[src/design/rgbyuv_pkg.sv]
// Shared types, constants and coefficients for the RGB to YUV 4:2:0 subsampler.
// No dependencies.
`timescale 1ns / 1ps
`default_nettype none

package rgbyuv_pkg;

   localparam int MAX_WIDTH_DEF    = 2048;
   localparam int HEIGHT_PAIRS_MAX = 4096;

   localparam int HALF_WIDTH_W  = 11;
   localparam int HALF_HEIGHT_W = 13;
   localparam int COL_W         = 11;
   localparam int ROW_W         = 13;
   localparam int CSR_DATA_W    = 13;
   localparam int SUM_W         = 10;
   localparam int PROD_W        = 24;

   localparam logic [HALF_WIDTH_W-1:0]  HALF_WIDTH_RST  = 11'd320;
   localparam logic [HALF_HEIGHT_W-1:0] HALF_HEIGHT_RST = 13'd240;

   localparam logic CSR_HALF_WIDTH  = 1'b0;
   localparam logic CSR_HALF_HEIGHT = 1'b1;

   // Q16 BT.601 coefficients
   localparam logic [15:0] COEF_Y_R  = 16'd19595;
   localparam logic [15:0] COEF_Y_G  = 16'd38470;
   localparam logic [15:0] COEF_Y_B  = 16'd7471;
   localparam logic [15:0] COEF_CB_R = 16'd11076;
   localparam logic [15:0] COEF_CB_G = 16'd21692;
   localparam logic [15:0] COEF_CR_G = 16'd27460;
   localparam logic [15:0] COEF_CR_B = 16'd5308;
   localparam logic [15:0] COEF_HALF = 16'd32768;

   typedef struct packed {
      logic [SUM_W-1:0] red;
      logic [SUM_W-1:0] green;
      logic [SUM_W-1:0] blue;
   } rgb_sum_type;

   typedef struct packed {
      logic chroma_en;
      logic frame_end;
   } pix_tag_type;

   typedef struct packed {
      logic wr_en;
      logic rd_en;
   } line_cmd_type;

endpackage

`default_nettype wire

[src/design/rgbyuv_color_pipe.sv]
// Three-stage color pipeline: luma, 2x2 chroma average and Cb/Cr, output register.
// Uses rgbyuv_pkg.
`timescale 1ns / 1ps
`default_nettype none

module rgbyuv_color_pipe
   import rgbyuv_pkg::*;
(
   input  wire logic        clock,
   input  wire logic        reset,
   input  wire logic        accept,
   output      logic        can_accept,
   input  wire pix_tag_type tag,
   input  wire rgb_sum_type pair_sum,
   input  wire rgb_sum_type line_rdata,
   input  wire logic [7:0]  red,
   input  wire logic [7:0]  green,
   input  wire logic [7:0]  blue,
   output      logic        rsp_valid,
   input  wire logic        rsp_stall,
   output      logic [7:0]  rsp_luma,
   output      logic        rsp_chroma_valid,
   output      logic [7:0]  rsp_blue_diff,
   output      logic [7:0]  rsp_red_diff,
   output      logic        rsp_frame_end
);

   localparam logic signed [25:0] CHROMA_OFFSET = 26'sd8388608;

   function automatic logic [7:0] clip8(input logic signed [25:0] v);
      logic signed [9:0] q;
      begin
         q = v[25:16];
         if (q < 10'sd0) begin
            clip8 = 8'd0;
         end else if (q > 10'sd255) begin
            clip8 = 8'd255;
         end else begin
            clip8 = q[7:0];
         end
      end
   endfunction

   // stage 1
   logic              s1_valid_ff, s1_valid_in;
   pix_tag_type       s1_tag_ff;
   rgb_sum_type       s1_sum_ff;
   logic [PROD_W-1:0] s1_yr_ff, s1_yg_ff, s1_yb_ff;

   // stage 2
   logic              s2_valid_ff, s2_valid_in;
   pix_tag_type       s2_tag_ff;
   logic [7:0]        s2_luma_ff;
   logic [PROD_W-1:0] s2_ur_ff, s2_ug_ff, s2_ub_ff;
   logic [PROD_W-1:0] s2_vr_ff, s2_vg_ff, s2_vb_ff;

   // output register
   logic              out_valid_ff, out_valid_in;
   logic [7:0]        out_luma_ff, out_cb_ff, out_cr_ff;
   logic              out_cv_ff, out_fe_ff;

   logic adv3, adv2, adv1;
   logic [PROD_W-1:0] luma_sum;
   logic [SUM_W-1:0]  blk_r, blk_g, blk_b;
   logic [7:0]        avg_r, avg_g, avg_b;
   logic signed [25:0] u_sum, v_sum;

   assign adv3       = !out_valid_ff || !rsp_stall;
   assign adv2       = !s2_valid_ff || adv3;
   assign adv1       = !s1_valid_ff || adv2;
   assign can_accept = adv1;

   assign s1_valid_in  = accept ? 1'b1 : (adv2 ? 1'b0 : s1_valid_ff);
   assign s2_valid_in  = adv2 ? s1_valid_ff : s2_valid_ff;
   assign out_valid_in = adv3 ? s2_valid_ff : out_valid_ff;

   always_ff @(posedge clock) begin
      if (reset) begin
         s1_valid_ff  <= 1'b0;
         s2_valid_ff  <= 1'b0;
         out_valid_ff <= 1'b0;
      end else begin
         s1_valid_ff  <= s1_valid_in;
         s2_valid_ff  <= s2_valid_in;
         out_valid_ff <= out_valid_in;
      end
   end

   always_ff @(posedge clock) begin
      if (accept) begin
         s1_tag_ff <= tag;
         s1_sum_ff <= pair_sum;
         s1_yr_ff  <= PROD_W'(red)   * PROD_W'(COEF_Y_R);
         s1_yg_ff  <= PROD_W'(green) * PROD_W'(COEF_Y_G);
         s1_yb_ff  <= PROD_W'(blue)  * PROD_W'(COEF_Y_B);
      end
   end

   // line store data is valid while the item sits in stage 1
   assign luma_sum = s1_yr_ff + s1_yg_ff + s1_yb_ff;
   assign blk_r    = s1_sum_ff.red   + line_rdata.red;
   assign blk_g    = s1_sum_ff.green + line_rdata.green;
   assign blk_b    = s1_sum_ff.blue  + line_rdata.blue;
   assign avg_r    = blk_r[9:2];
   assign avg_g    = blk_g[9:2];
   assign avg_b    = blk_b[9:2];

   always_ff @(posedge clock) begin
      if (adv2 && s1_valid_ff) begin
         s2_tag_ff  <= s1_tag_ff;
         s2_luma_ff <= luma_sum[23:16];
         s2_ur_ff   <= PROD_W'(avg_r) * PROD_W'(COEF_CB_R);
         s2_ug_ff   <= PROD_W'(avg_g) * PROD_W'(COEF_CB_G);
         s2_ub_ff   <= PROD_W'(avg_b) * PROD_W'(COEF_HALF);
         s2_vr_ff   <= PROD_W'(avg_r) * PROD_W'(COEF_HALF);
         s2_vg_ff   <= PROD_W'(avg_g) * PROD_W'(COEF_CR_G);
         s2_vb_ff   <= PROD_W'(avg_b) * PROD_W'(COEF_CR_B);
      end
   end

   assign u_sum = CHROMA_OFFSET + $signed({2'b0, s2_ub_ff})
                  - $signed({2'b0, s2_ur_ff}) - $signed({2'b0, s2_ug_ff});
   assign v_sum = CHROMA_OFFSET + $signed({2'b0, s2_vr_ff})
                  - $signed({2'b0, s2_vg_ff}) - $signed({2'b0, s2_vb_ff});

   always_ff @(posedge clock) begin
      if (adv3 && s2_valid_ff) begin
         out_luma_ff <= s2_luma_ff;
         out_cv_ff   <= s2_tag_ff.chroma_en;
         out_fe_ff   <= s2_tag_ff.frame_end;
         out_cb_ff   <= s2_tag_ff.chroma_en ? clip8(u_sum) : 8'd0;
         out_cr_ff   <= s2_tag_ff.chroma_en ? clip8(v_sum) : 8'd0;
      end
   end

   assign rsp_valid        = out_valid_ff;
   assign rsp_luma         = out_luma_ff;
   assign rsp_chroma_valid = out_cv_ff;
   assign rsp_blue_diff    = out_cb_ff;
   assign rsp_red_diff     = out_cr_ff;
   assign rsp_frame_end    = out_fe_ff;

endmodule

`default_nettype wire

[config.mk]
export PLATFORM = sky130hd
export DESIGN_NAME = rgbyuv_color_pipe
export DESIGN_NICKNAME = d
export VERILOG_FILES = /design/src/design/rgbyuv_pkg.sv /design/src/design/rgbyuv_color_pipe.sv
export SDC_FILE = /design/constraint.sdc
export NUM_CORES = 1
export LEC_CHECK = 0
export BUFFER_PORTS_ARGS = -buffer_cell sky130_fd_sc_hd__buf_2
export CAP_MARGIN = 20
export CORE_ASPECT_RATIO = 1.5
export CORE_MARGIN = 2
export CORE_UTILIZATION = 50
export DETAILED_ROUTE_END_ITERATION = 8
export HOLD_SLACK_MARGIN = 0.1
export PLACE_DENSITY = 0.7
export SYNTH_ARGS = -nofsm -noshare
export SYNTH_HDL_FRONTEND = slang
export SYNTH_SLANG_ARGS = --single-unit
[constraint.sdc]
create_clock -name clock -period 7.8 [get_ports clock]
set_input_delay 0.39 -clock clock [delete_from_list [all_inputs] [get_ports clock]]
set_output_delay 0.39 -clock clock [all_outputs]
set_load 0.01 [all_outputs]
Word-level counts from Yosys, hierarchy flattened
Cells that the tools add are included.
- register bits after elaboration: 235
- bits in latches: 0
- RAM bits: 0
- memory bits (read-only): 0
- input port bits: 90
- output and inout port bits: 28
- word-level logic and storage cells: 64
- memories kept: 0
- add/sub/neg operators: 11
- multiply operators: 7
- divide/modulo/power cells: 0
- order comparisons: 4
- eq/ne operators: 0
- shifts and indexed selects: 0
- muxes and demuxes: 4
- bitwise logic cells: 1
- reduce and logical (&&, ||, !) cells: 12
- operators by type and width (cell ; count):
    8-bit by 13-bit multiplier with 21-bit output, second input constant ; 3
    24-bit by 23-bit adder with 25-bit output, first input constant ; 2
    8-bit by 15-bit multiplier with 23-bit output, second input constant ; 2
    10-bit adder ; 3
    25-bit by 22-bit subtractor with 26-bit output ; 1
    25-bit by 23-bit subtractor with 26-bit output ; 1
    26-bit by 22-bit subtractor with 26-bit output ; 1
    26-bit by 24-bit subtractor with 26-bit output ; 1
    23-bit by 24-bit adder with 24-bit output ; 1
    24-bit by 21-bit adder with 24-bit output ; 1
    10-bit by 9-bit > comparator with 1-bit output, second input constant ; 2
    10-bit by 1-bit less-than comparator with 1-bit output, second input constant ; 2
    8-bit by 12-bit multiplier with 20-bit output, second input constant ; 1
    8-bit by 11-bit multiplier with 19-bit output, second input constant ; 1
    8-bit two-way mux ; 2
    1-bit logical NOT ; 4
    2-bit OR reduction ; 2
    1-bit logical OR ; 3
    1-bit logical AND ; 2
    1-bit two-way mux ; 2
    2-bit nonzero test ; 1
    1-bit NOT ; 1

Longest topological paths before layout
Gate-level depths: netlist (run 1).
- word-level depth: 5
- depth in mapped cells: 25
- mapped depth without buffers: 25

Least setup slack after synthesis (run 1)
OpenSTA, ideal clock, no wires.
- kind: input -> register
- from: in line_rdata[11] (netlist bit)
- to: reg s2_ug_ff[21], data pin
- library setup time: 0.158 ns
- arrival time: 6.030 ns
- setup slack: 1.612 ns
- stages on the path: 22
- path buffers: 0
- cells stage by stage: ha_1 > a31o_2 > a21oi_1 > o21bai_1 > a21oi_1 > o21ai_0 > o22ai_1 > xnor2_1 > inv_1 > fa_1 > inv_1 > fa_1 > fa_1 > fa_1 > inv_1 > ha_1 > a21boi_1 > o21a_1 > o21ai_1 > a21oi_1 > or4_1 > o211ai_1
- word-level cells in the longest chain between the ends: 2
- RTL lines (item ; line ; RTL):
    start, declared ; rgbyuv_color_pipe.sv:15 ; input wire rgb_sum_type line_rdata,
    10-bit adder ; rgbyuv_color_pipe.sv:102 ; assign blk_g = s1_sum_ff.green + line_rdata.green;
    8-bit by 13-bit multiplier with 21-bit output ; rgbyuv_color_pipe.sv:113 ; s2_ug_ff <= PROD_W'(avg_g) * PROD_W'(COEF_CB_G);
    end signal, assigned ; rgbyuv_color_pipe.sv:113 ;
    end, declared ; rgbyuv_color_pipe.sv:54 ; logic [PROD_W-1:0] s2_ur_ff, s2_ug_ff, s2_ub_ff;
Every way passes these cells.
A chain may end at the register's enable or synchronous reset.

Final worst setup path (run 1)
- from: reg s1_sum_ff[11] (netlist bit)
- to: reg s2_ug_ff[21], data pin
- word-level cells in the longest chain between the ends: 2
- RTL lines (item ; line ; RTL):
    start, declared ; rgbyuv_color_pipe.sv:47 ; rgb_sum_type s1_sum_ff;
    start signal, assigned ; rgbyuv_color_pipe.sv:92 ; s1_sum_ff <= pair_sum;
    10-bit adder ; rgbyuv_color_pipe.sv:102 ;
    8-bit by 13-bit multiplier with 21-bit output ; rgbyuv_color_pipe.sv:113 ;
Every way passes these cells.

==> results of run 1 <==
-- routing by layer --
metal  share of wire, %  wire length, microns  vias to the layer above  GRT usage [%]
met5              0.016                     8                        -              0
met4                5.1                  2507                        2          9.917
met3                2.3                  1152                      121          1.567
met2                 58                 28570                      241          43.45
met1                 34                 16920                     7584          19.60
li1                   -                     -                     7726              -
-- registers in the layout (all words and copies together) (netlist names), 7 cells and up --
register and count:
rsp_blue_diff 8, rsp_luma 8, rsp_red_diff 8, s1_sum_ff 30, s1_yb_ff 21, s1_yg_ff 23
s1_yr_ff 23, s2_luma_ff 8, s2_ub_ff 7, s2_ug_ff 20, s2_ur_ff 16, s2_vb_ff 19
s2_vg_ff 21, s2_vr_ff 8
-- worst register-to-register path: stages, from the launching register on --
cell and delay, ns:
edfxtp_1 0.37, ha_1 0.28, a31o_2 0.16, a21oi_1 0.09, o21bai_1 0.22, a21oi_1 0.15
o21ai_0 0.33, o22ai_1 0.20, xnor2_1 0.60, inv_1 0.36, fa_1 0.63, inv_1 0.06
fa_1 0.47, fa_1 0.50, fa_1 0.54, inv_1 0.04, ha_1 0.33, a21boi_1 0.16
o21a_1 0.19, o21ai_1 0.20, a21oi_1 0.12, or4_1 0.52, o211ai_1 0.11
-- path summary, 6_finish.rpt --
kind	startpoint	end	depth (start not counted)
hold / removal	rsp_stall	rsp_valid	3
hold reg to reg	s2_luma_ff[6]	rsp_luma[6]	0
setup reg to reg	s1_sum_ff[11]	s2_ug_ff[21]	22
setup / recovery	s1_sum_ff[11]	s2_ug_ff[21]	22
-- area by class of cell --
cell class                 count  area, sq um
clock buffer                  25        625.6
clock inverter                21        299.0
fill                        3990        20340
inverter                     451         1693
multi-input combinational   1461        14820
sequential                   229         6847
tap                          594        743.2
timing repair buffer         161         1001
-- cell usage after synthesis (4+ instances only) --
cell type  instances
or2_2             11
edfxtp_1         226
a31o_2            14
nand4_1           10
or3_1              8
a31oi_1           14
a211o_1            7
nor2b_1           25
o21ai_0           54
o31ai_1            7
nor2_1            85
a211oi_1          15
o211ai_1           9
a2111o_1           4
o21a_1            12
nor4_1             4
xnor2_1          101
a21oi_1          118
and2_1             8
inv_1            451
nand2b_1          11
o21bai_1          19
a21boi_0           4
fa_1             177
xor2_1            45
a311o_1            4
a21o_1            34
nand3_1           25
ha_1             489
nor3_1            24
nand2_1           56
and3_1            10
-- cells by family after synthesis --
logic type               count (synthesis)  share of synthesized area [%]
AO/OA/AOI/OAI                          358                          10.41
XOR/XNOR                               146                          5.476
adder cells (fa/ha/maj)                666                          41.37
buffers and inverters                  453                          7.287
flip-flops                             229                          29.32
AND/OR/NAND/NOR                        291                          6.140
-- placed cells by master (no fill, tap or decap), types with 4 or more instances in the layout --
cell type,instances
ha_1,489
inv_1,451
edfxtp_1,226
fa_1,177
a21oi_1,118
buf_2,116
xnor2_1,101
nor2_1,85
nand2_1,56
o21ai_0,54
xor2_1,45
a21o_1,34
dlygate4sd3_1,33
nand3_1,25
clkbuf_16,25
nor2b_1,24
nor3_1,24
o21bai_1,19
a211oi_1,15
a31o_2,14
a31oi_1,14
o21a_1,12
buf_4,12
or2_2,11
nand2b_1,11
and3_1,10
nand4_1,10
o211ai_1,9
and2_1,8
or3_1,8
a211o_1,7
o31ai_1,7
bufinv_16,6
nor4_1,4
a2111o_1,4
a311o_1,4
clkinvlp_4,4
-- per-stage QoR --
stage / worst slack [ns] / utilization [%] / hold WS [ns] / instance area [sq um]
global placement: 1.084 / 53.42 / 0.4013 / 24770
detailed placement: 0.9171 / 53.42 / 0.4057 / 24770
global route: 0.5702 / 56.13 / 0.1343 / 26020
finish: 0.9946 / 56.13 / 0.1356 / 26020
CTS: 0.9995 / 56.13 / 0.1236 / 26020
floorplan: 1.612 / - / 0.4003 / 23350
==> summary.txt, run 1 <==
Outcome
  • Status: complete, no violations

Synth
  • Cells after Synth: 2,143
  • Total of warnings raised by yosys: 0
  • Synth area leaders: edfxtp_1 29%, ha_1 26%, fa_1 15%
  • Seq/Total Area, Yosys: 29.32%
  • Count of cell types in the netlist: 72
  • Synth async-reset ratio: 0%
  • Primary FF master, synth: edfxtp_1
  • Post-Syn Area per Cell: 10.90 sq um
  • Post-synth EDFFs: 226
  • Area of the mapped netlist: 0.02335 sq mm
  • Yosys reg bits: 229
  • Syn_nets: 2,899
  • Cell taking the most area after synthesis: edfxtp_1
  • Post-synth top area share: 29.06%

Die
  • Row cnt: 97
  • Die width: 180.5 microns
  • Die Area: 0.04849 sq mm
  • DIE HEIGHT: 268.7 microns
  • Top Ports: 118
  • Initial core utilization: 50.37%
  • Core area: 0.04636 sq mm

Placed design
  • I/O Buffers: 117
  • Placer Congestion: 0.8886
  • DP Cell Count: 2,863
  • HPWL after detailed placement: 41,370 microns

Finish
  • # diodes: 0
  • Layout net count: 3,085
  • Post-route insts no fill: 2,942
  • Share of cells above drive strength 1: 9.157%
  • Area delta synth->final: 11.44%

Critical path
  • CP max FO: 7
  • Bufs and invs on worst path: 3
  • Critical Path Start Type: register
  • Cell family with most CP delay: adder cells
  • Kind of critical path: reg -> reg
  • Critical path arrival: 7.20 ns
  • Worst R2R Setup Slack: 0.99 ns
  • CP Capture Type: register
  • Crit-path cells: ha_1 > a31o_2 > a21oi_1 > o21bai_1 > a21oi_1 > o21ai_0 > o22ai_1 > xnor2_1 > inv_1 > fa_1 > inv_1 > fa_1 > fa_1 > fa_1 > inv_1 > ha_1 > a21boi_1 > o21a_1 > o21ai_1 > a21oi_1 > or4_1 > o211ai_1
  • Crit path largest cell delay: 0.63 ns
  • CP dominant cell by count: fa_1
  • CP max-delay cell: fa_1
  • Critical Path RT: 8.19 ns

GRT
  • Global-route wire length before repair: 80,070 microns
  • Vias in the first global route: 16.63k
  • Initial antenna violation count: 1
  • Gr usage total: 20.59%
  • Largest net degree at the start of global routing: 80
  • Overflow left after global routing: 0

Timing
  • Fmax: 146.9 MHz
  • Final period util: 87.25%
  • Max_slew headroom: 28.46%
  • Setup Viol. Count Final: 0
  • Slew @ Worst Pin: 1.073 ns
  • Period minus WS final: 6.805 ns
  • Unrepaired setup endpoints after global routing: false
  • Setup Skew: 0.01751 ns
  • Setup TNS: 0 ns
  • Final Hold Vio Count: 0
  • Slew Limit Fails: 0

Run
  • Maximum Capacitance Violations: 0

Drt
  • 1st-iter DRT viols: 529
  • DRC: 0
  • Antenna Nets Post-Route: 0
  • Vias per cell: 5.328
  • Routed wire length per instance: 16.71 microns
  • Final Routed Wirelength: 49,160 microns
  • Drt pass-1 iters: 5
  • Vias: 15.67k

Min path
  • Hold Path Class: in -> reg

Clocking
  • Worst-path clk slew: 0.07 ns
  • CTS buffer count: 25
  • Postcts setup bufs: 0
  • Clk_lat worst skew: 0.57 ns
  • # hold bufs at CTS: 33
  • CTS tree: done
  • Clock root cell: clkbuf_16
  • Resized cells post-CTS: 0
  • Sink Count: 229
  • Max Buffers Root-to-Sink: 3
  • Max H-tree Level: 1
Power of run 1 is not shown: default switching activity piles up to over one toggle a cycle in this logic, so the estimate is an artifact.
==> run 2, diff against run 1 <==
--- a/config.mk
+++ b/config.mk
@@ -12,7 +12,7 @@
 export CORE_UTILIZATION = 50
 export DETAILED_ROUTE_END_ITERATION = 8
 export HOLD_SLACK_MARGIN = 0.1
-export PLACE_DENSITY = 0.7
+export PLACE_DENSITY = 0.72
 export SYNTH_ARGS = -nofsm -noshare
 export SYNTH_HDL_FRONTEND = slang
 export SYNTH_SLANG_ARGS = --single-unit
==> summary.txt, run 2 (synthesis results as in run 1) <==
Clocking
  • Resized cells post-CTS: 0
  • Max H-tree Level: 1
  • Clk_lat worst skew: 0.56 ns
  • Postcts setup bufs: 0
  • Sink Count: 229
  • Worst-path clk slew: 0.06 ns
  • CTS tree: done
  • CTS buffer count: 26
  • Max Buffers Root-to-Sink: 3
  • Clock root cell: clkbuf_16
  • # hold bufs at CTS: 33

Critical path
  • CP max FO: 7
  • Critical path startpoint: s1_sum_ff[11]
  • Critical Path RT: 8.19 ns
  • Depth of the worst register-to-register path: 22
  • Reg2Reg Launch Point: s1_sum_ff[11]
  • Worst R2R Setup Slack: 1.07 ns
  • Critical Path Start Type: register
  • Critical path arrival: 7.12 ns
  • R2r endpoint: s2_ug_ff[21]
  • Worst setup endpoint: s2_ug_ff[21]
  • Kind of critical path: reg -> reg
  • CP Capture Type: register

Timing
  • Slew Limit Fails: 0
  • Setup TNS: 0 ns
  • Unrepaired setup endpoints after global routing: false
  • Max_slew headroom: 36.40%
  • Setup Viol. Count Final: 0
  • Fmax: 148.7 MHz
  • Setup Skew: 0.01454 ns
  • Final Hold Vio Count: 0
  • Slew @ Worst Pin: 0.9472 ns
  • Final period util: 86.24%
  • Period minus WS final: 6.727 ns

Drt
  • 1st-iter DRT viols: 639
  • Routed wire length per instance: 16.65 microns
  • Final Routed Wirelength: 49,010 microns
  • Vias: 15.77k
  • DRC: 0
  • Antenna Nets Post-Route: 0
  • Drt pass-1 iters: 5
  • Vias per cell: 5.360

Placed design
  • HPWL after detailed placement: 41,210 microns
  • Placer Congestion: 0.8736
  • I/O Buffers: 117

Die
  • Top Ports: 118
  • Core area: 0.04636 sq mm
  • Die width: 180.5 microns
  • DIE HEIGHT: 268.7 microns
  • Initial core utilization: 50.37%
  • Die Area: 0.04849 sq mm
  • Row cnt: 97

Finish
  • Largest register FFs: 30
  • Most common cell after layout, fill and taps aside: ha_1
  • Most frequent cells in the layout: 489 x ha_1, 451 x inv_1, 226 x edfxtp_1
  • Area delta synth->final: 11.56%
  • # diodes: 0
  • Share of cells above drive strength 1: 9.195%
  • Top flop regs: s1_sum_ff x30, s1_yg_ff x23, s1_yr_ff x23
  • Layout net count: 3,086
  • Biggest register: s1_sum_ff

GRT
  • Global-route wire length before repair: 80,050 microns
  • Initial antenna violation count: 1
  • Gr usage total: 20.57%
  • Overflow left after global routing: 0
  • Largest net degree at the start of global routing: 72
  • Vias in the first global route: 16.87k

Run
  • Maximum Capacitance Violations: 0

Outcome
  • Status: complete, no violations

Min path
  • Hold Path Class: in -> reg
==> run 2: cell types whose count changed in the layout (fill, tap and decap cells not counted) <==
cell	previous run	this run
clkbuf_16	25	27
inv_16	1	0
clkinv_2	3	5
clkbuf_8	0	1
clkinv_1	2	1
clkinvlp_4	4	2
clkbuf_1	0	1
inv_8	1	0
==> run 2: final cells by class <==
cell class              instances  area [sq um]
multi-input cells            1461         14820
clock buffers                  29         693.2
fillers                      3936         20310
clock inverters                18         259.0
repair buffers                161          1001
inverters                     451          1693
flip-flops and latches        229          6847
well taps                     594         743.2
==> run 2: stage by stage <==
stage / hold slack, ns / instances / util [%] / instance area, sq um / setup WS [ns]
finish: 0.1406 / 2943 / 56.19 / 26050 / 1.073
floorplan: 0.4003 / 2143 / - / 23350 / 1.612
detailed placement: 0.4062 / 2863 / 53.42 / 24770 / 0.9173
global placement: 0.4005 / 2863 / 53.42 / 24770 / 1.099
global route: 0.1380 / 2943 / 56.19 / 26050 / 0.5118
CTS: 0.1290 / 2943 / 56.19 / 26050 / 1.038
==> run 2: metal layers <==
layer	part of all wire (%)	wire length [microns]	track usage (%)	up-vias
li1	-	-	-	7735
met4	5.8	2862	11.27	2
met3	2.4	1172	1.634	134
met2	58	28190	42.76	294
met5	0.024	12	0	-
met1	34	16770	19.54	7609
==> run 2: how the worst min path moves through the flow <==
stage | cells after the start | slack, ns | startpoint | endpoint
5_1_grt | 3 | 0.14 | rsp_stall | rsp_valid
4_1_cts | 3 | 0.13 | rsp_stall | rsp_valid
3_3_place_gp | 0 | 0.40 | s2_tag_ff[0] | rsp_frame_end
2_1_floorplan | 0 | 0.40 | s2_tag_ff[0] | rsp_frame_end
6_report | 3 | 0.14 | rsp_stall | rsp_valid
3_5_place_dp | 0 | 0.41 | s2_luma_ff[5] | rsp_luma[5]
==> run 2: worst max-delay path, stage by stage (launching register included) <==
cell	delay (ns)
edfxtp_1	0.37
ha_1	0.28
a31o_2	0.26
a21oi_1	0.22
o21bai_1	0.12
a21oi_1	0.29
o21ai_0	0.20
o22ai_1	0.25
xnor2_1	0.37
inv_1	0.37
fa_1	0.62
inv_1	0.06
fa_1	0.45
fa_1	0.49
fa_1	0.55
inv_1	0.04
ha_1	0.33
a21boi_1	0.16
o21a_1	0.19
o21ai_1	0.21
a21oi_1	0.12
or4_1	0.51
o211ai_1	0.11
Power of run 2 is left out for the same reason.
