[src/design/rgbyuv_pkg.sv]
// Shared types, constants and coefficients for the RGB to YUV 4:2:0 subsampler.
// No dependencies.
`timescale 1ns / 1ps
`default_nettype none

package rgbyuv_pkg;

   localparam int MAX_WIDTH_DEF    = 2048;
   localparam int HEIGHT_PAIRS_MAX = 4096;

   localparam int HALF_WIDTH_W  = 11;
   localparam int HALF_HEIGHT_W = 13;
   localparam int COL_W         = 11;
   localparam int ROW_W         = 13;
   localparam int CSR_DATA_W    = 13;
   localparam int SUM_W         = 10;
   localparam int PROD_W        = 24;

   localparam logic [HALF_WIDTH_W-1:0]  HALF_WIDTH_RST  = 11'd320;
   localparam logic [HALF_HEIGHT_W-1:0] HALF_HEIGHT_RST = 13'd240;

   localparam logic CSR_HALF_WIDTH  = 1'b0;
   localparam logic CSR_HALF_HEIGHT = 1'b1;

   // Q16 BT.601 coefficients
   localparam logic [15:0] COEF_Y_R  = 16'd19595;
   localparam logic [15:0] COEF_Y_G  = 16'd38470;
   localparam logic [15:0] COEF_Y_B  = 16'd7471;
   localparam logic [15:0] COEF_CB_R = 16'd11076;
   localparam logic [15:0] COEF_CB_G = 16'd21692;
   localparam logic [15:0] COEF_CR_G = 16'd27460;
   localparam logic [15:0] COEF_CR_B = 16'd5308;
   localparam logic [15:0] COEF_HALF = 16'd32768;

   typedef struct packed {
      logic [SUM_W-1:0] red;
      logic [SUM_W-1:0] green;
      logic [SUM_W-1:0] blue;
   } rgb_sum_type;

   typedef struct packed {
      logic chroma_en;
      logic frame_end;
   } pix_tag_type;

   typedef struct packed {
      logic wr_en;
      logic rd_en;
   } line_cmd_type;

endpackage

`default_nettype wire

[src/design/rgbyuv_raster_ctrl.sv]
// Raster position tracking, left-pixel hold, pair sums and line store access.
// Uses rgbyuv_pkg.
`timescale 1ns / 1ps
`default_nettype none

module rgbyuv_raster_ctrl
   import rgbyuv_pkg::*;
#(
   parameter int LINE_DEPTH = MAX_WIDTH_DEF / 2,
   parameter int IDX_W      = 10
) (
   input  wire logic                     clock,
   input  wire logic                     reset,
   input  wire logic                     accept,
   input  wire logic [HALF_WIDTH_W-1:0]  half_width,
   input  wire logic [HALF_HEIGHT_W-1:0] half_height,
   input  wire logic [7:0]               red,
   input  wire logic [7:0]               green,
   input  wire logic [7:0]               blue,
   output      pix_tag_type              tag,
   output      line_cmd_type             line_cmd,
   output      logic [IDX_W-1:0]         line_idx,
   output      rgb_sum_type              pair_sum
);

   localparam logic [12:0] LINE_DEPTH_V = 13'(LINE_DEPTH);
   localparam logic [12:0] HH_MAX_V     = 13'(HEIGHT_PAIRS_MAX);

   logic [COL_W-1:0] col_ff, col_in;
   logic [ROW_W-1:0] row_ff, row_in;
   logic [IDX_W-1:0] pair_ff, pair_in;
   logic [23:0]      left_ff, left_in;

   logic [12:0] hw_eff, hh_eff;
   logic [13:0] col_limit, row_limit;
   logic        row_last, frame_last, col_wrap;
   logic        odd_col, odd_row;

   always_comb begin
      hw_eff = (half_width == '0) ? 13'd1 : {2'b0, half_width};
      if (hw_eff > LINE_DEPTH_V) begin
         hw_eff = LINE_DEPTH_V;
      end
      hh_eff = (half_height == '0) ? 13'd1 : half_height;
      if (hh_eff > HH_MAX_V) begin
         hh_eff = HH_MAX_V;
      end
      col_limit = {hw_eff, 1'b0} - 14'd1;
      row_limit = {hh_eff, 1'b0} - 14'd1;
   end

   assign odd_col    = col_ff[0];
   assign odd_row    = row_ff[0];
   assign row_last   = {3'b0, col_ff} >= col_limit;
   assign frame_last = row_last && ({1'b0, row_ff} >= row_limit);
   assign col_wrap   = row_last || (col_ff == {COL_W{1'b1}});

   always_comb begin
      col_in  = col_ff;
      row_in  = row_ff;
      pair_in = pair_ff;
      left_in = left_ff;
      if (accept) begin
         left_in = {red, green, blue};
         col_in  = row_last ? '0 : col_ff + 1'b1;
         if (row_last) begin
            row_in = frame_last ? '0 : row_ff + 1'b1;
         end
         if (col_wrap) begin
            pair_in = '0;
         end else if (odd_col) begin
            pair_in = (pair_ff == IDX_W'(LINE_DEPTH - 1)) ? '0 : pair_ff + 1'b1;
         end
      end
   end

   always_ff @(posedge clock) begin
      if (reset) begin
         col_ff  <= '0;
         row_ff  <= '0;
         pair_ff <= '0;
         left_ff <= '0;
      end else begin
         col_ff  <= col_in;
         row_ff  <= row_in;
         pair_ff <= pair_in;
         left_ff <= left_in;
      end
   end

   assign pair_sum.red   = SUM_W'(left_ff[23:16]) + SUM_W'(red);
   assign pair_sum.green = SUM_W'(left_ff[15:8])  + SUM_W'(green);
   assign pair_sum.blue  = SUM_W'(left_ff[7:0])   + SUM_W'(blue);

   assign tag.chroma_en  = odd_col && odd_row;
   assign tag.frame_end  = frame_last;

   assign line_cmd.wr_en = accept && odd_col && !odd_row;
   assign line_cmd.rd_en = accept && odd_col && odd_row;
   assign line_idx       = pair_ff;

endmodule

`default_nettype wire

[config.mk]
export PLATFORM = sky130hd
export DESIGN_NAME = rgbyuv_raster_ctrl
export DESIGN_NICKNAME = d
export VERILOG_FILES = /design/src/design/rgbyuv_pkg.sv /design/src/design/rgbyuv_raster_ctrl.sv
export SDC_FILE = /design/constraint.sdc
export NUM_CORES = 1
export LEC_CHECK = 0
export ABC_AREA = 1
export BUFFER_PORTS_ARGS = -buffer_cell sky130_fd_sc_hd__buf_4
export CORE_MARGIN = 10
export CORE_UTILIZATION = 31
export CTS_BUF_LIST = sky130_fd_sc_hd__clkbuf_8 sky130_fd_sc_hd__clkbuf_16
export CTS_CLUSTER_DIAMETER = 40
export DETAILED_ROUTE_END_ITERATION = 12
export SETUP_SLACK_MARGIN = 0.2
export SLEW_MARGIN = 15
export SYNTH_ARGS = -nofsm -noshare
export SYNTH_HDL_FRONTEND = slang
export SYNTH_SLANG_ARGS = --single-unit
[constraint.sdc]
create_clock -name clock -period 5 [get_ports clock]
set_clock_uncertainty 0.05 [all_clocks]
set_input_delay 0.5 -clock clock [delete_from_list [all_inputs] [get_ports clock]]
set_output_delay 0.5 -clock clock [all_outputs]
set_load 0.02 [all_outputs]
Yosys cells after proc, flatten, opt, wreduce, memory -nomap -nowiden

Index checks and enable logic that the tools add are counted.

Register bits after elaboration: 58
Bits of input ports: 51
Output and inout bits: 44
Logic and storage cells: 39

Add/subtract/negate cells: 8
Order comparisons: 4
Equal/unequal tests: 2
Muxes and demuxes: 9
Reduce and logical (&&, ||, !) cells: 12

Operators with widths:

| cell                                                  | count |
|---|---|
| two-way mux 13 bit                                    | 3 |
| two-way mux 11 bit                                    | 3 |
| two-way mux 10 bit                                    | 3 |
| subtractor 14 x 1 -> 14 bit, second input constant    | 2 |
| adder 8 x 8 -> 9 bit                                  | 3 |
| greater-or-equal comparator 11 x 14 -> 1 bit          | 1 |
| greater-or-equal comparator 13 x 14 -> 1 bit          | 1 |
| adder 13 x 1 -> 13 bit, second input constant         | 1 |
| greater-than comparator 13 bit, second input constant | 1 |
| zero test 13 bit                                      | 1 |
| adder 11 x 1 -> 11 bit, second input constant         | 1 |
| == test 11 bit, second input constant                 | 1 |
| greater-than comparator 11 bit, second input constant | 1 |
| zero test 11 bit                                      | 1 |
| adder 10 x 1 -> 10 bit, second input constant         | 1 |
| == test 10 bit, second input constant                 | 1 |
| logical AND 1 bit                                     | 5 |
| AND reduction 2 bit                                   | 2 |
| nonzero test 2 bit                                    | 1 |
| zero test 1 bit                                       | 1 |
| logical OR 1 bit                                      | 1 |

Longest topological paths before layout

Gate-level depths: netlist of the first run.

Depth in word-level cells: 9
Gate-level depth with buffers: 26
Depth with buffers taken out: 25

Least setup slack after synthesis of the first run

No wires, ideal clock.

Kind: in2out
Start point: input port half_width[6]
End point: output port tag[0] in the netlist's numbering
Data arrival time: 3075 ps
Path slack: 1375 ps
Stages: 24
Cells stage by stage: nor2_2 -> nand2_1 -> nor2_2 -> nand2_2 -> nand2_2 -> clkbuf_1 -> nand2_1 -> ha_1 -> nand2_1 -> xnor2_1 -> ha_1 -> nand2_1 -> nor2_1 -> o21ai_1 -> nand3_1 -> nand2_1 -> nand2_1 -> nand2_1 -> nand2_1 -> nand3_4 -> nor2_1 -> nand2_1 -> inv_1 -> buf_4

Word-level cells in the longest chain between the ends: 7

RTL lines:

| what                                             | RTL line                 | text |
|---|---|---|
| start, declared                                  | rgbyuv_raster_ctrl.sv:15 | `input wire logic [HALF_WIDTH_W-1:0] half_width,` |
| zero test 11 bit                                 | rgbyuv_raster_ctrl.sv:40 | `hw_eff = (half_width == '0) ? 13'd1 : {2'b0, half_width};` |
| two-way mux 11 bit (*)                           | rgbyuv_raster_ctrl.sv:40 |  |
| greater-than comparator 11 bit                   | rgbyuv_raster_ctrl.sv:41 | `if (hw_eff > LINE_DEPTH_V) begin` |
| two-way mux 11 bit (*)                           | rgbyuv_raster_ctrl.sv:41 |  |
| subtractor 14 x 1 -> 14 bit (*)                  | rgbyuv_raster_ctrl.sv:48 | `col_limit = {hw_eff, 1'b0} - 14'd1;` |
| greater-or-equal comparator 11 x 14 -> 1 bit (*) | rgbyuv_raster_ctrl.sv:54 | `assign row_last = {3'b0, col_ff} >= col_limit;` |
| logical AND 1 bit (*)                            | rgbyuv_raster_ctrl.sv:55 | `assign frame_last = row_last && ({1'b0, row_ff} >= row_limit);` |
| end, declared                                    | rgbyuv_raster_ctrl.sv:20 | `output pix_tag_type tag,` |

Mark *: on every way between the ends. The rest lies on a longest branch, timed or not.

==> impl_metrics.yaml, run 1 <==
outcome:
  outcome: "finished clean"
power_and_ir_drop:
  seq_power_share_pct: 34.5
  power_density_mw_per_mm2: 250.9
  p_clk_share_pct: 38.4
  swShare_pct: 31.07
  switching_power_mw: 0.4414
  irDropWorstVdd_mv: 0.1341
  p_leak_nw: 2.779
  pwr-share-comb_pct: 27.1
  internal_power_mw: 0.9795
die:
  ios: 95
  fp.dieH_um: 141.4
  core_area_mm2: 0.01448
  start_util_pct: 31.56
  die_w_um: 141.4
  rows: 44
  die-area_mm2: 0.02000
routing:
  vias: 4301
  routed_wl_um: 11490
  wl_per_cell_um: 12.19
  postRouteAntennaNets: 0
  drc: 0
  drtIter0Drc: 163
  avgViaCountPerCell: 4.566
  dr.pass1.iters: 4
synthesis:
  synthTopCellsByArea: "dfxtp_1 25%, ha_1 14%, nand2_1 9.9%, nor2_1 9.3%, inv_1 6.6%"
  yosysMostFrequentCell: "nand2_1"
  yosysTopAreaCell: "dfxtp_1"
  ys_async_sr_fraction_pct: 0
  synth_edf_count: 0
  netlist_instances: 667
  ys_seq_area_share_pct: 25.41
  netlist_area_mm2: 0.004569
  syn_avg_cell_area_um2: 6.851
  yosys_warnings: 0
  synth_commonest_cells: "120 x nand2_1, 113 x nor2_1, 80 x inv_1, 58 x dfxtp_1, 51 x ha_1"
  ys_types: 38
  synth_flop_cell: "dfxtp_1"
  synth-seq-cells: 58
  synth_top_area_share_pct: 25.41
critical_path:
  critPathKind: "input pin to output pin"
  r2r-end: "row_ff[7]"
  r2r_setup_slack_ns: 2.78
  cp.required_ns: 4.45
  r2r_cells: 14
  worstPathArrival_ns: 3.37
  end_kind: "output pin"
  crit_path_start_kind: "input pin"
  cp_max_fo: 11
  worstReg2RegStart: "col_ff[5]"
sta:
  timing.fmax_ghz: 0.2551
  fin_ws_ns: 1.080
  tightest_slew_ns: 0.9439
  layout_min_cycle_time_ns: 3.920
  slew_headroom_pct: 37.00
  hold_viol: 0
  rsz0062_at_grt: "false"
  tns_ns: 0
  setup_violations: 0
  maxSlewViolCount: 0
  fin_crit_sh_pct: 78.40
  hold_ws_ns: 0.3605
cells_and_area:
  fill_cells: 1581
  nNetsFinal: 860
  syn_to_final_growth_pct: 23.96
  drive_gt1_share_pct: 16.09
  num_antenna_cells: 0
clock_network:
  cts.sinks: 58
  root_buffer: "clkbuf_16"
  cts_tree: "done"
  htree_levels: 3
  clk_latency_ns: 0.32
  clock_path_buffers: 2
  clkTransAtPathRegs_ns: 0.05
  cts_resized: 0
  post-cts-setup-buffer-count: 0
  cts_hold_buf: 0
  cts_made_buffers: 9
min_path:
  hp-start: "blue[7]"
  hold_depth: 3
  hold-path-endpoint: "left_ff[7]"
  hold_class: "input pin to flip-flop"
placed_design:
  portBuffers: 91
  dp_hpwl_um: 9149
  pre_cts_ws_ns: 1.041
  gp_congestion: 0.8483
global_routing:
  grt_max_degree: 38
  grt_pass1_wl_um: 19340
  overflow: 0
  track_usage_pct: 11.46
  grt_pass1_vias: 4176
  antenna_found_initial: 0
flow_run:
  max_cap_violations: 0
==> state kept, by name, indices dropped and copies added, names as in the netlist <==
name and cells:
col_ff 11, line_idx 10, row_ff 13, left_ff 24
==> how the worst max path moves through the flow <==
stage,startpoint,end,slack (ns),depth (start not counted)
2_1_floorplan,half_width[6],tag[0],1.38,24
3_3_place_gp,half_width[6],tag[0],1.06,24
4_1_cts,half_width[6],tag[0],1.03,24
6_report,half_width[6],tag[0],1.08,22
5_1_grt,half_width[6],tag[0],0.62,24
3_5_place_dp,half_width[6],tag[0],1.04,24
==> routing by layer <==
layer  track usage (%)  part of all wire, %  vias to the layer above
li1                  -                    -                     2333
met1             13.92                   48                     1873
met2             17.75                   42                       86
met3             5.441                  9.2                        9
met4             3.012                 0.92                        0
met5                 0                    0                        -
==> stage by stage <==
stage | std cells | power (mW) | cell area [um^2] | utilization, %
after floorplan | 669 | 0.7411 | 4577 | -
after global placement | 928 | 0.8876 | 5404 | 37.32
after detailed placement | 928 | 0.8882 | 5404 | 37.32
after CTS | 942 | 1.441 | 5664 | 39.12
after global routing | 942 | 1.508 | 5664 | 39.12
final | 942 | 1.421 | 5664 | 39.12
==> worst max-delay path, cell delays in order <==
cell     delay, ns
buf_4         0.12
nor2_2        0.11
nand2_1       0.07
nor2_2        0.14
nand2_2       0.07
nand2_2       0.16
nand2_1       0.16
ha_1          0.28
nand3_1       0.13
xnor2_1       0.13
ha_1          0.26
a21oi_1       0.15
nor2_1        0.06
nor3_1        0.13
nand2_1       0.07
nand2_1       0.05
nand2_1       0.09
nand3_4       0.17
nor2_1        0.07
nand2_1       0.16
inv_1         0.10
buf_4         0.17
==> cell usage in the layout (no fill, tap or decap), drive strengths merged <==
cell type and count:
a211oi 1, a21boi 1, a21o 3, a21oi 45, a221oi 2, buf 92
clkbuf 10, clkinv 3, clkinvlp 1, conb 3, dfxtp 58, fa 3
ha 51, inv 82, nand2 123, nand3 31, nand4 9, nor2 117
nor3 15, nor4 2, o21ai 50, o21bai 4, o22ai 1, or2 1
or4 1, xnor2 15, xor2 34
==> cell families (layout without fill, tap and decap cells) <==
kind of cell               count (synthesis)  in the layout  synth area share (%)
xor gates and xnor gates                  49             49                 9.392
other                                      1              3               0.08207
adders and majority gates                 54             54                 15.28
DFF                                       58             58                 25.41
AOI/OAI and AO/OA                        107            107                 12.98
and+or+nand+nor                          299            299                 28.07
buffers and inverters                     99            188                 8.790
==> power by group through the flow <==
stage | registers, mW | clock network (mW) | logic (mW)
after floorplan | 0.499 | 0 | 0.242
after global placement | 0.500 | 0 | 0.387
after detailed placement | 0.500 | 0 | 0.388
after CTS | 0.491 | 0.559 | 0.391
after global routing | 0.493 | 0.583 | 0.433
final | 0.491 | 0.546 | 0.384
==> cell type report <==
| class | count | area, um^2 | area share [%] |
|---|---|---|---|
| flip-flops and latches | 58 | 1161 | 20.50 |
| repair buffers | 92 | 690.7 | 12.19 |
| clock inverters | 4 | 21.27 | 0.3755 |
| inverters | 82 | 307.8 | 5.434 |
| clock buffers | 10 | 239.0 | 4.219 |
| well taps | 184 | 230.2 | 4.065 |
| multi-input cells | 512 | 3014 | 53.21 |
Note: power is estimated with default switching activity, not from simulation.
==> run 2: changes to the inputs <==
Clock period 5 ns to 4.1 ns, I/O delays scaled along.
==> run 2 against run 1 <==
Effect of this change: combinational power increased by 22%; wire length fell by 0.27%; worst hold slack worse by 0.089 ns; global-route usage increased by 0.18 points; non-clock buffer count grew 1; sequential share of layout area shrank 0.22 points; die area did not move; clock-buffer cell count stayed put; register-to-register slack worse by 0.87 ns; critical path type unchanged.
==> impl_metrics.yaml, run 2 (synthesis results as in run 1) <==
routing:
  drtIter0Drc: 134
  top_layer: "met4"
  met3WireLength_um: 1076
  vias: 4307
  avgViaCountPerCell: 4.558
  wl_met2_um: 4697
  wl_per_cell_um: 12.12
  postRouteAntennaNets: 0
  dr.pass1.iters: 4
  drc: 0
  met1Wirelength_um: 5579
  routed_wl_um: 11460
sta:
  layout_min_cycle_time_ns: 3.526
  setup_violations: 0
  hold_ws_ns: 0.2719
  fin_crit_sh_pct: 86.01
  hold_viol: 0
  tns_ns: 0
  maxSlewViolCount: 0
  timing.fmax_ghz: 0.2836
  rsz0062_at_grt: "false"
critical_path:
  crit_top_cell: "nand2_1"
  crit_path_start_kind: "input pin"
  cp_max_fo: 11
  critPathKind: "input pin to output pin"
  cp_cell_sequence: "buf_4 -> nor2_1 -> nand2_1 -> nor2_1 -> nand3_1 -> nand2_2 -> nand2_1 -> ha_1 -> nand3_1 -> nor3_1 -> xor2_1 -> ha_1 -> nand2_1 -> nor2_1 -> nor3_1 -> nand2_1 -> nand2_1 -> nand2_1 -> a21oi_1 -> nor2_1 -> nand2_2 -> inv_1 -> buf_4"
  worstPathArrival_ns: 3.07
  cp.required_ns: 3.64
  crit_slowest_cell: "ha_1"
  slowest_delay_ns: 0.30
  end_kind: "output pin"
global_routing:
  antenna_found_initial: 0
  overflow: 0
  grt_pass1_wl_um: 19720
  grt_max_degree: 38
  track_usage_pct: 11.64
  grt_pass1_vias: 4253
power_and_ir_drop:
  power_density_mw_per_mm2: 315.9
  irDropWorstVdd_mv: 0.1959
  p_leak_nw: 2.806
clock_network:
  cts_hold_buf: 0
  cts.sinks: 58
  clk_latency_ns: 0.32
  cts_made_buffers: 9
  cts_tree: "done"
  clkTransAtPathRegs_ns: 0.05
  root_buffer: "clkbuf_16"
  htree_levels: 3
  clock_path_buffers: 2
cells_and_area:
  nNetsFinal: 861
  largest_reg_flops: 24
  num_antenna_cells: 0
  drive_gt1_share_pct: 17.08
  top_register: "left_ff"
  syn_to_final_growth_pct: 25.30
  largestRegisters: "left_ff: 24 flops, row_ff: 13 flops, col_ff: 11 flops"
  final_cell_mix: "117 x nand2_1, 112 x nor2_1, 93 x buf_4, 81 x inv_1, 58 x dfxtp_1"
  final_common_cell: "nand2_1"
die:
  core_area_mm2: 0.01448
  ios: 95
  fp.dieH_um: 141.4
  start_util_pct: 31.56
  rows: 44
  die_w_um: 141.4
  die-area_mm2: 0.02000
placed_design:
  dp_hpwl_um: 9042
  gp_congestion: 0.8430
  portBuffers: 91
min_path:
  hold_class: "input pin to flip-flop"
outcome:
  outcome: "finished clean"
flow_run:
  max_cap_violations: 0
[run 2: worst max-delay path, delay by kind of cell]
family                   cells  cell delay [ns]
AND/OR/NAND/NOR             16             1.49
adder cells (fa/ha/maj)      2             0.52
buffers and inverters        3             0.36
XOR/XNOR                     1             0.16
AO/OA/AOI/OAI                1             0.12
[run 2: report_power, final]
part | internal, mW | switching (mW)
clock | 0.482 | 0.260
combinational | 0.198 | 0.271
sequential | 0.585 | 0.0140
[run 2: final cells by class]
cell class                 instances  area (um^2)
clock buffer                      10        239.0
clock inverter                     6        57.56
fill                            1566         8753
inverter                          82        307.8
multi-input combinational        512         3032
sequential                        58         1161
tap                              184        230.2
timing repair buffer              93        698.2
[run 2: worst paths after layout]
kind | end | start | cells after the start | slack, ns
hold reg to reg | line_idx[4] | line_idx[4] | 2 | 0.44
setup reg to reg | line_idx[3] | col_ff[3] | 14 | 1.91
hold / removal | left_ff[5] | blue[5] | 3 | 0.27
setup / recovery | tag[0] | half_height[7] | 23 | 0.57
[run 2: metal layers]
| metal | vias up | GRT usage (%) |
|---|---|---|
| met5 | - | 0 |
| met4 | 0 | 2.636 |
| met3 | 12 | 5.541 |
| met2 | 93 | 17.68 |
| met1 | 1861 | 14.57 |
| li1 | 2341 | - |
[run 2: what timing repair did]
action / 4_1_cts / 5_1_grt
buffers inserted: 0 / 0
endpoints found under the hold margin: 0 / 0
resized for setup: 0 / 6
endpoints found under the setup margin: 0 / 1
[run 2: metrics by stage]
step	std cells	total power, mW	util [%]	setup WS [ns]	instance area [um^2]
2_1_floorplan	669	0.9037	-	0.6550	4577
3_3_place_gp	929	1.083	37.37	0.3390	5411
3_5_place_dp	929	1.082	37.37	0.3438	5411
4_1_cts	945	1.837	39.42	0.3341	5708
5_1_grt	945	1.921	39.54	0.2171	5725
6_report	945	1.809	39.54	0.5736	5725
==> run 3: changes to the inputs <==
--- a/config.mk
+++ b/config.mk
@@ -10,3 +10,3 @@
 export CORE_MARGIN = 10
-export CORE_UTILIZATION = 31
+export CORE_UTILIZATION = 30
 export CTS_BUF_LIST = sky130_fd_sc_hd__clkbuf_8 sky130_fd_sc_hd__clkbuf_16
==> constraint.sdc (replaced) <==
create_clock -name clock -period 4.1 [get_ports clock]
set_clock_uncertainty 0.05 [all_clocks]
set_input_delay 0.82 -clock clock [delete_from_list [all_inputs] [get_ports clock]]
set_output_delay 0.82 -clock clock [all_outputs]
set_load 0.02 [all_outputs]
==> run 3 against run 2 <==
Effect of this change: utilization grew 0.80 points; largest cell class unchanged; first-iteration DRC count grew 23%; combinational power grew 7.7%; clock-buffer cell count grew 2; register-to-register slack lost 0.07 ns.
==> impl_metrics.yaml, run 3 (synthesis results as in run 1) <==
clock_network:
  root_buffer: "clkbuf_16"
  cts_tree: "done"
  cts_hold_buf: 0
  clock_path_buffers: 2
  cts_made_buffers: 9
  clkTransAtPathRegs_ns: 0.05
  cts.sinks: 58
  clk_latency_ns: 0.33
  htree_levels: 3
die:
  rows: 45
  die_w_um: 143.4
  die-area_mm2: 0.02057
  ios: 95
  fp.dieH_um: 143.4
  start_util_pct: 30.28
  core_area_mm2: 0.01509
routing:
  wl_per_cell_um: 12.40
  dr.pass1.iters: 4
  postRouteAntennaNets: 0
  avgViaCountPerCell: 4.568
  drc: 0
  vias: 4454
  drtIter0Drc: 165
  routed_wl_um: 12090
cells_and_area:
  num_antenna_cells: 0
  fill_cells: 1583
  largest_reg_flops: 24
  final_common_cell: "nand2_1"
  syn_to_final_growth_pct: 33.21
  drive_gt1_share_pct: 23.13
  postLayoutCellArea_mm2: 0.006087
  instances_no_fill: 975
  nNetsFinal: 887
  largestRegisters: "left_ff: 24 flops, row_ff: 13 flops, col_ff: 11 flops"
  final_cell_mix: "112 x nand2_1, 109 x buf_4, 103 x nor2_1, 80 x inv_1, 58 x dfxtp_1"
  top_register: "left_ff"
global_routing:
  grt_max_degree: 38
  grt_pass1_wl_um: 20230
  track_usage_pct: 12.07
  overflow: 0
  grt_pass1_vias: 4481
  antenna_found_initial: 0
sta:
  setup_violations: 0
  maxSlewViolCount: 0
  rsz0062_at_grt: "true"
  fin_crit_sh_pct: 99.18
  layout_min_cycle_time_ns: 4.066
  hold_ws_ns: 0.4349
  timing.fmax_ghz: 0.2459
  hold_viol: 0
power_and_ir_drop:
  irDropWorstVdd_mv: 0.1547
  finalPower_mw: 1.816
  p_leak_nw: 2.961
  power_density_mw_per_mm2: 298.3
critical_path:
  critical_path.top_delay_family: "simple AND/OR/NAND/NOR gates"
  cp_cell_sequence: "buf_6 -> nor2_2 -> nand2_1 -> nor2_2 -> nand2_1 -> o21ai_2 -> nand2_4 -> ha_4 -> nand3_4 -> nor3_4 -> xor2_1 -> ha_1 -> nand2_2 -> nor2_2 -> nor3_2 -> nand2_1 -> nand2_1 -> nand2_1 -> a21oi_2 -> nor2_2 -> nand2_2 -> inv_2 -> buf_6"
  worstPathArrival_ns: 3.20
  crit_slowest_cell: "ha_1"
  crit_path_start_kind: "input pin"
  critPathKind: "input pin to output pin"
  critPathBufInv: 3
  slowest_delay_ns: 0.33
  cp_max_fo: 3
  cp.required_ns: 3.23
  r2r_setup_slack_ns: 1.84
  crit_top_cell: "nand2_1"
  end_kind: "output pin"
placed_design:
  dp_hpwl_um: 9380
  portBuffers: 91
  dpl_cell_area_mm2: 0.005637
  gp_congestion: 0.8019
  placedCellCount: 955
outcome:
  outcome: "finished clean"
flow_run:
  max_cap_violations: 0
min_path:
  hold_class: "flip-flop to flip-flop"
==> run 3: changes by cell type in the layout (fill, tap and decap cells not counted), moves of 3 or more <==
cell     change
nand2_1      -5
nor3_1       -3
nor2_2       +7
buf_6        +9
nor2_1       -9
buf_4       +16
nand2_2      +5
nand3_1      -3
==> run 3: final timing paths <==
check,startpoint,endpoint,depth (start not counted)
setup / recovery,half_height[4],tag[0],23
hold / removal,line_idx[4],line_idx[4],2
setup reg to reg,col_ff[5],row_ff[6],16
hold reg to reg,line_idx[4],line_idx[4],2
==> run 3: per-stage QoR <==
step           setup slack, ns  util (%)  setup TNS, ns
6_report               0.03365     40.34              0
5_1_grt                -0.2300     40.34        -0.2300
4_1_cts               0.006936     39.91              0
3_5_place_dp           -0.1436     37.35        -0.1436
3_3_place_gp          -0.09811     37.35       -0.09811
2_1_floorplan           0.2055         -              0
==> run 3: cell type report <==
| cell class | instances | area, um^2 | area share, % |
|---|---|---|---|
| sequential | 58 | 1161 | 19.07 |
| clock buffer | 12 | 266.5 | 4.378 |
| timing repair buffer | 118 | 919.6 | 15.11 |
| inverter | 82 | 307.8 | 5.057 |
| tap | 188 | 235.2 | 3.864 |
| multi-input combinational | 513 | 3179 | 52.23 |
| clock inverter | 4 | 17.52 | 0.2878 |
==> run 3: where the power goes <==
group / internal [mW] / total, mW / switching (mW)
clock: 0.451 / 0.712 / 0.261
combinational: 0.220 / 0.505 / 0.285
sequential: 0.585 / 0.599 / 0.0144
==> run 3: tightest hold or removal path, cell delays in order (launching register included) <==
cell	delay [ns]
dfxtp_1	0.32
nand2_1	0.07
a21oi_1	0.05
==> run 3: what timing repair did <==
item                       in CTS  in global routing
buffers inserted                2                  1
pin swaps                      23                 20
resized for setup              20                 17
cloned                          1                  0
setup endpoints to repair       1                  1
==> run 3: metal layers <==
metal / up-vias / wire length (um) / track usage, %
met1: 1973 / 5326 / 13.87
met2: 79 / 5668 / 19.58
met4: 0 / 199 / 4.621
met5: - / 0 / 0
li1: 2387 / - / -
met3: 15 / 898 / 4.950
